===== config.mk =====
export PLATFORM = sky130hd
export DESIGN_NAME = gcd_lcm_euclid
export DESIGN_NICKNAME = d
export VERILOG_FILES = /design/src/rtl/gle_pkg.sv /design/src/rtl/gle_datapath.sv /design/src/rtl/gcd_lcm_euclid.sv
export SDC_FILE = /design/constraint.sdc
export NUM_CORES = 2
export LEC_CHECK = 0
export BUFFER_PORTS_ARGS = -buffer_cell sky130_fd_sc_hd__buf_4
export CELL_PAD_IN_SITES_DETAIL_PLACEMENT = 2
export CELL_PAD_IN_SITES_GLOBAL_PLACEMENT = 2
export CORE_ASPECT_RATIO = 1.4
export CORE_MARGIN = 2
export CORE_UTILIZATION = 46
export CTS_BUF_LIST = sky130_fd_sc_hd__clkbuf_8
export CTS_CLUSTER_SIZE = 12
export DETAILED_ROUTE_END_ITERATION = 12
export MAX_ROUTING_LAYER = met4
export PLACE_DENSITY_LB_ADDON = 0.25
export SLEW_MARGIN = 0
export SYNTH_ARGS = -nofsm -noshare
export SYNTH_HDL_FRONTEND = slang
export SYNTH_HIERARCHICAL = 1
export SYNTH_SLANG_ARGS = --single-unit

===== constraint.sdc =====
create_clock -name clk -period 15.32 [get_ports clk]
set_input_delay 2.298 -clock clk [delete_from_list [all_inputs] [get_ports clk]]
set_output_delay 2.298 -clock clk [all_outputs]
set_load 0.01 [all_outputs]

===== src/rtl/gle_pkg.sv =====
// Shared types, constants and the control store for the GCD/LCM block.
// Used by gle_datapath, gcd_lcm_euclid and the testbench; depends on nothing else.
package gle_pkg;

	// Fixed field widths of the request and result ports.
	localparam int OPERAND_WIDTH  = 32;
	localparam int GCD_WIDTH      = 32;
	localparam int LCM_WIDTH      = 63;
	localparam int DATA_WIDTH_DEF = 32;

	// Step address of the control store.
	typedef logic [3:0] step_t;

	localparam step_t STEP_IDLE   = 4'd0;
	localparam step_t STEP_ZCHK   = 4'd1;
	localparam step_t STEP_COMMON = 4'd2;
	localparam step_t STEP_STRIPX = 4'd3;
	localparam step_t STEP_REDUCE = 4'd4;
	localparam step_t STEP_FORM   = 4'd5;
	localparam step_t STEP_DIV    = 4'd6;
	localparam step_t STEP_MUL    = 4'd7;
	localparam step_t STEP_ZERO   = 4'd8;
	localparam step_t STEP_EMIT   = 4'd9;
	localparam step_t STEP_RETRY  = 4'd10;

	// Datapath operations.
	typedef enum logic [3:0] {
		OP_NOP,
		OP_LOAD,
		OP_STRIP_COMMON,
		OP_STRIP_X,
		OP_REDUCE,
		OP_FORM,
		OP_DIV,
		OP_MUL,
		OP_ZERO,
		OP_EMIT
	} op_t;

	// Jump conditions; a step jumps to its target when its condition holds.
	typedef enum logic [3:0] {
		C_NEXT,
		C_ALWAYS,
		C_NO_REQ,
		C_ANY_ZERO,
		C_BOTH_EVEN,
		C_X_EVEN,
		C_Y_NONZERO,
		C_CNT_MORE,
		C_OUT_FREE
	} cond_t;

	// One control word of the program.
	typedef struct packed {
		op_t   op;
		cond_t cond;
		step_t target;
	} ctrl_word_t;

	// Flags that the datapath reports to the sequencer.
	typedef struct packed {
		logic any_zero;
		logic both_even;
		logic x_even;
		logic y_nonzero;
		logic cnt_more;
	} dp_status_t;

	// Control store: zero check, binary GCD reduction, exact division of |a| by the
	// divisor, then one multiply by |b|; a zero operand skips to the zero result.
	function automatic ctrl_word_t ucode_rom(input step_t pc);
		ctrl_word_t w;
		unique case (pc)
			STEP_IDLE:   w = '{op: OP_LOAD,         cond: C_NO_REQ,    target: STEP_IDLE};
			STEP_ZCHK:   w = '{op: OP_NOP,          cond: C_ANY_ZERO,  target: STEP_ZERO};
			STEP_COMMON: w = '{op: OP_STRIP_COMMON, cond: C_BOTH_EVEN, target: STEP_COMMON};
			STEP_STRIPX: w = '{op: OP_STRIP_X,      cond: C_X_EVEN,    target: STEP_STRIPX};
			STEP_REDUCE: w = '{op: OP_REDUCE,       cond: C_Y_NONZERO, target: STEP_REDUCE};
			STEP_FORM:   w = '{op: OP_FORM,         cond: C_NEXT,      target: STEP_IDLE};
			STEP_DIV:    w = '{op: OP_DIV,          cond: C_CNT_MORE,  target: STEP_DIV};
			STEP_MUL:    w = '{op: OP_MUL,          cond: C_ALWAYS,    target: STEP_EMIT};
			STEP_ZERO:   w = '{op: OP_ZERO,         cond: C_NEXT,      target: STEP_IDLE};
			STEP_EMIT:   w = '{op: OP_EMIT,         cond: C_OUT_FREE,  target: STEP_IDLE};
			STEP_RETRY:  w = '{op: OP_NOP,          cond: C_ALWAYS,    target: STEP_EMIT};
			default:     w = '{op: OP_NOP,          cond: C_ALWAYS,    target: STEP_IDLE};
		endcase
		return w;
	endfunction

endpackage


===== src/rtl/gle_datapath.sv =====
// Datapath of the GCD/LCM block: magnitude registers, reduction, divider
// and multiplier, each driven by one operation code. Depends on gle_pkg.
module gle_datapath #(
	parameter int DATA_WIDTH = gle_pkg::DATA_WIDTH_DEF
) (
	input  logic                                clk,
	input  gle_pkg::op_t                        op,
	input  logic signed [gle_pkg::OPERAND_WIDTH-1:0] operand_a,
	input  logic signed [gle_pkg::OPERAND_WIDTH-1:0] operand_b,
	output gle_pkg::dp_status_t                 status,
	output logic [DATA_WIDTH-1:0]               gcd_res,
	output logic [2*DATA_WIDTH-1:0]             lcm_res
);
	import gle_pkg::*;

	localparam int W  = DATA_WIDTH;
	localparam int KW = $clog2(W);
	localparam int CW = $clog2(W + 1);

	logic [W-1:0]   raw_a, raw_b, mag_a, mag_b;
	logic [W-1:0]   ma_q, mb_q, x_q, y_q, gcd_q, rem_q, quo_q;
	logic [KW-1:0]  k_q;
	logic [CW-1:0]  cnt_q;
	logic [2*W-1:0] lcm_q, prod;
	logic [W:0]     div_shift, div_diff;
	logic           div_ge;

	// Magnitudes of the low DATA_WIDTH bits of each operand.
	always_comb begin
		raw_a = operand_a[W-1:0];
		raw_b = operand_b[W-1:0];
		mag_a = raw_a[W-1] ? (~raw_a) + W'(1) : raw_a;
		mag_b = raw_b[W-1] ? (~raw_b) + W'(1) : raw_b;
	end

	// One restoring division step and the final product.
	always_comb begin
		div_shift = {rem_q, quo_q[W-1]};
		div_diff  = div_shift - {1'b0, gcd_q};
		div_ge    = !div_diff[W];
		prod      = {{W{1'b0}}, quo_q} * {{W{1'b0}}, mb_q};
	end

	// Register updates selected by the current operation.
	always_ff @(posedge clk) begin
		unique case (op)
			OP_LOAD: begin
				ma_q <= mag_a;
				mb_q <= mag_b;
				x_q  <= mag_a;
				y_q  <= mag_b;
				k_q  <= '0;
			end
			OP_STRIP_COMMON: begin
				if (!x_q[0] && !y_q[0]) begin
					x_q <= x_q >> 1;
					y_q <= y_q >> 1;
					k_q <= k_q + KW'(1);
				end
			end
			OP_STRIP_X: begin
				if (!x_q[0]) begin
					x_q <= x_q >> 1;
				end
			end
			OP_REDUCE: begin
				// x is odd here; halve an even y, else subtract the smaller.
				if (y_q != '0) begin
					if (!y_q[0]) begin
						y_q <= y_q >> 1;
					end else if (x_q > y_q) begin
						x_q <= y_q;
						y_q <= x_q - y_q;
					end else begin
						y_q <= y_q - x_q;
					end
				end
			end
			OP_FORM: begin
				gcd_q <= x_q << k_q;
				rem_q <= '0;
				quo_q <= ma_q;
				cnt_q <= CW'(W);
			end
			OP_DIV: begin
				rem_q <= div_ge ? div_diff[W-1:0] : div_shift[W-1:0];
				quo_q <= {quo_q[W-2:0], div_ge};
				cnt_q <= cnt_q - CW'(1);
			end
			OP_MUL: begin
				lcm_q <= prod;
			end
			OP_ZERO: begin
				// One magnitude is zero, so the divisor is the other one.
				gcd_q <= x_q | y_q;
				lcm_q <= '0;
			end
			OP_NOP, OP_EMIT: begin
			end
			default: begin
			end
		endcase
	end

	// Flags for the sequencer's jump conditions.
	always_comb begin
		status.any_zero  = (x_q == '0) || (y_q == '0);
		status.both_even = !x_q[0] && !y_q[0];
		status.x_even    = !x_q[0];
		status.y_nonzero = (y_q != '0);
		status.cnt_more  = (cnt_q != CW'(1));
	end

	assign gcd_res = gcd_q;
	assign lcm_res = lcm_q;

endmodule


===== src/rtl/gcd_lcm_euclid.sv =====
// Top level of the GCD/LCM block: microcode sequencer and result register.
// Depends on gle_pkg and gle_datapath.
//
//  channel | signals                          | direction | width
//  --------+----------------------------------+-----------+--------------
//  request | in_valid, in_stall, operand_a/b  | in        | 32 + 32 signed
//  result  | out_valid, out_stall, gcd_value, | out       | 32 + 63
//          | lcm_value                        |           |
//
// After its accept, a request with a zero operand runs the zero check, the zero step
// and emit. Otherwise it runs the zero check, the common and x halving loops, the
// reduction loop, the form step, the bit-serial divider, the multiply and emit; emit
// repeats through the retry step while out_stall holds back a waiting result.
// Reset clears the step counter and the result valid flag; nothing else.
// A request is taken while a result waits under out_stall; the next one waits in emit.
module gcd_lcm_euclid #(
	parameter int DATA_WIDTH = gle_pkg::DATA_WIDTH_DEF
) (
	input  logic                                     clk,
	input  logic                                     arst_n,
	input  logic                                     in_valid,
	output logic                                     in_stall,
	input  logic signed [gle_pkg::OPERAND_WIDTH-1:0] operand_a,
	input  logic signed [gle_pkg::OPERAND_WIDTH-1:0] operand_b,
	output logic                                     out_valid,
	input  logic                                     out_stall,
	output logic        [gle_pkg::GCD_WIDTH-1:0]     gcd_value,
	output logic        [gle_pkg::LCM_WIDTH-1:0]     lcm_value
);
	import gle_pkg::*;

	step_t                   pc_q, pc_next;
	ctrl_word_t              ctrl;
	op_t                     dp_op;
	dp_status_t              status;
	logic                    jump, out_free, emit;
	logic                    out_valid_q;
	logic [GCD_WIDTH-1:0]    gcd_out_q;
	logic [LCM_WIDTH-1:0]    lcm_out_q;
	logic [DATA_WIDTH-1:0]   gcd_res;
	logic [2*DATA_WIDTH-1:0] lcm_res;

	gle_datapath #(
		.DATA_WIDTH(DATA_WIDTH)
	) u_datapath (
		.clk      (clk),
		.op       (dp_op),
		.operand_a(operand_a),
		.operand_b(operand_b),
		.status   (status),
		.gcd_res  (gcd_res),
		.lcm_res  (lcm_res)
	);

	// Current control word.
	assign ctrl = ucode_rom(pc_q);

	// Jump condition and next step address.
	always_comb begin
		unique case (ctrl.cond)
			C_NEXT:      jump = 1'b0;
			C_ALWAYS:    jump = 1'b1;
			C_NO_REQ:    jump = !in_valid;
			C_ANY_ZERO:  jump = status.any_zero;
			C_BOTH_EVEN: jump = status.both_even;
			C_X_EVEN:    jump = status.x_even;
			C_Y_NONZERO: jump = status.y_nonzero;
			C_CNT_MORE:  jump = status.cnt_more;
			C_OUT_FREE:  jump = out_free;
			default:     jump = 1'b1;
		endcase
		pc_next = jump ? ctrl.target : pc_q + step_t'(1);
	end

	// Handshake and datapath controls of the current step.
	always_comb begin
		out_free = !out_valid_q || !out_stall;
		in_stall = (pc_q != STEP_IDLE);
		emit     = (ctrl.op == OP_EMIT) && out_free;
		dp_op    = (ctrl.op == OP_LOAD && !in_valid) ? OP_NOP : ctrl.op;
	end

	// Step counter.
	always_ff @(posedge clk or negedge arst_n) begin
		if (!arst_n) begin
			pc_q <= STEP_IDLE;
		end else begin
			pc_q <= pc_next;
		end
	end

	// Result register; it holds while the consumer stalls.
	always_ff @(posedge clk or negedge arst_n) begin
		if (!arst_n) begin
			out_valid_q <= 1'b0;
		end else if (emit) begin
			out_valid_q <= 1'b1;
		end else if (!out_stall) begin
			out_valid_q <= 1'b0;
		end
	end

	always_ff @(posedge clk) begin
		if (emit) begin
			gcd_out_q <= GCD_WIDTH'(gcd_res);
			lcm_out_q <= LCM_WIDTH'(lcm_res);
		end
	end

	assign out_valid = out_valid_q;
	assign gcd_value = gcd_out_q;
	assign lcm_value = lcm_out_q;

	// An accepted request always starts at the zero check.
	a_accept_start: assert property (@(posedge clk) disable iff (!arst_n)
		(in_valid && !in_stall) |=> (pc_q == STEP_ZCHK))
		else $error("accepted request did not start at the zero check");

	// The result register is only loaded by the emit step.
	a_emit_only: assert property (@(posedge clk) disable iff (!arst_n)
		$rose(out_valid_q) |-> ($past(pc_q) == STEP_EMIT))
		else $error("result appeared outside the emit step");

	// A nonzero multiple always comes with a nonzero divisor.
	a_lcm_gcd: assert property (@(posedge clk) disable iff (!arst_n)
		(out_valid_q && lcm_value != '0) |-> (gcd_value != '0))
		else $error("nonzero lcm with zero gcd");

	// The step counter stays inside the program.
	a_pc_range: assert property (@(posedge clk) disable iff (!arst_n)
		(pc_q <= STEP_RETRY))
		else $error("step counter left the program");

	// No request is taken while the divider is running.
	a_div_busy: assert property (@(posedge clk) disable iff (!arst_n)
		(pc_q == STEP_DIV) |-> in_stall)
		else $error("request port open during division");

endmodule


==> impl_metrics.json <==
{
  "synth_area_per_cell_um2": 9.58,
  "crit_fanout": 32,
  "coreArea_um2": 122000,
  "period_minus_slack_ps": 9660,
  "worstPathArrival_ps": 10150,
  "wl_per_cell_um": 31.4,
  "area_growth_pct": 7.25,
  "hpwl_um": 190000,
  "clk_pin_slew_ps": 70,
  "antenna_found_initial": 9,
  "status": "complete, no violations",
  "initial_core_util_pct": 46.3,
  "syn_inst": 5925,
  "drv_slew": 0,
  "final_antenna_net_count": 0,
  "grt_pass1_vias": 55200,
  "cap_violations": 0,
  "hold_path.class": "reg2reg",
  "cts_buffers": 72,
  "fmax_mhz": 103,
  "grt_usage_pct": 39.6,
  "finalCritPeriodShare_pct": 63.1,
  "slew_headroom_pct": 6.70,
  "drt-total-wl_um": 239000,
  "setup_tns_ps": 0,
  "cts_hold_buf": 0,
  "num_vias": 45700,
  "die_h_um": 420,
  "worstSetupStartpoint": "u_datapath/mb_q[9]",
  "post-cts-setup-buffers": 0,
  "setup_violations": 0,
  "hold_viol_final": 0,
  "portBuffers": 164,
  "die-area_um2": 126000,
  "skew_ps": 73.1,
  "vias_per_cell": 6.00,
  "grt_pass1_wl_um": 352000,
  "clk_latency_ps": 800,
  "drc_errors": 0,
  "required_ps": 15810,
  "crit_type": "reg2reg",
  "cts.htree.levels": 3,
  "worstHoldStart": "u_datapath/lcm_res[46]",
  "drive_above_1_share_pct": 7.21,
  "cts_tree": "built",
  "layout_setup_ws_ps": 5660,
  "grt_max_degree": 74,
  "post_cts_resized": 0,
  "critical_path.endpoint_type": "flop",
  "dr.pass1.iters": 5,
  "drtIter0Drc": 2943,
  "overflow": 0,
  "ioPinCount": 165,
  "dieWidth_um": 301,
  "rows": 152,
  "cts.sinks": 398,
  "worstReg2RegStart": "u_datapath/mb_q[9]",
  "nNetsFinal": 7301,
  "worst_pin_slew_ps": 1400,
  "cts-root-buf": "clkbuf_8",
  "place_congestion": 0.976,
  "ctsLongestPathBuffers": 3,
  "start_kind": "flop",
  "rsz0062_at_grt": "false",
  "yosysWarningCount": 6,
  "synth_area_um2": 56700,
  "synth_fp_nets": 7292,
  "dp_slack_ps": 5770
}
[area by class of cell]
cell class / count / area (um^2)
sequential: 398 / 11900
timing repair buffer: 253 / 1920
clock inverter: 55 / 290
antenna: 13 / 32.5
inverter: 1032 / 3870
multi-input combinational: 4177 / 39800
fill: 13000 / 61600
tap: 1617 / 2020
clock buffer: 73 / 1000
[per-stage QoR]
step                utilization, %  std cells  area (um^2)  hold WS (ps)
global placement              48.6       7476        59500           402
CTS                           49.6       7604        60800           418
global route                  49.7       7612        60800           413
finish                        49.7       7618        60900           416
floorplan                        -       5925        56700           400
detailed placement            48.6       7476        59500           409
[state kept, by name, summed over array words and instances (netlist names)]
name	count
pc_q	4
u_datapath/ma_q	32
u_datapath/quo_q	32
u_datapath/gcd_res	32
gcd_value	32
u_datapath/cnt_q	6
u_datapath/rem_q	32
u_datapath/mb_q	32
out_valid	1
u_datapath/k_q	5
u_datapath/x_q	32
lcm_value	63
u_datapath/y_q	32
u_datapath/lcm_res	63
[layout by cell type (no fill, tap or decap), types with 23 or more instances in the layout]
cell type,count
a211oi_1,31
a21o_1,56
a21oi_1,200
a22oi_1,43
a31oi_1,23
and2_1,593
buf_4,252
clkbuf_8,73
edfxtp_1,393
fa_1,899
ha_1,400
inv_1,1055
mux2i_1,50
mux4_2,30
nand2_1,742
nand3_1,60
nand4_1,23
nor2_1,248
nor2b_1,25
nor3_1,43
nor4_1,34
o211ai_1,23
o21ai_0,175
o21bai_1,25
o22ai_1,25
o31ai_1,32
xnor2_1,123
xor2_1,47
[critical path, cell delays in order, from the launching register on]
cell	delay, ps
edfxtp_1	1260
and2_1	290
fa_1	530
fa_1	610
inv_1	70
fa_1	520
fa_1	550
inv_1	70
fa_1	610
fa_1	480
fa_1	660
fa_1	510
ha_1	430
o21ai_0	160
a22oi_1	420
and2_1	240
and4b_1	200
nor3_1	330
a21oi_1	260
o41ai_1	690
a221oi_1	200
xor2_1	210
nor2_1	80
[worst paths after layout]
check	slack [ps]	endpoint	cells after the start
max in group asynchronous	13850	pc_q[2]	1
min in group asynchronous	1330	pc_q[3]	1
hold reg to reg	420	lcm_value[46]	0
hold / removal	420	lcm_value[46]	0
setup / recovery	5660	u_datapath/lcm_res[62]	22
setup reg to reg	5660	u_datapath/lcm_res[62]	22
[layer usage]
layer | vias up | routed length, um | share of wire [%] | track usage [%]
met2 | 1946 | 127000 | 53 | 70.1
li1 | 18800 | - | - | -
met3 | 1108 | 11100 | 4.6 | 6.33
met1 | 23800 | 75600 | 32 | 36.2
met5 | - | 0 | 0 | -
met4 | 0 | 25800 | 11 | 36.3
Power is not shown: default switching activity piles up to over one toggle a cycle in this logic, so the estimate is an artifact.
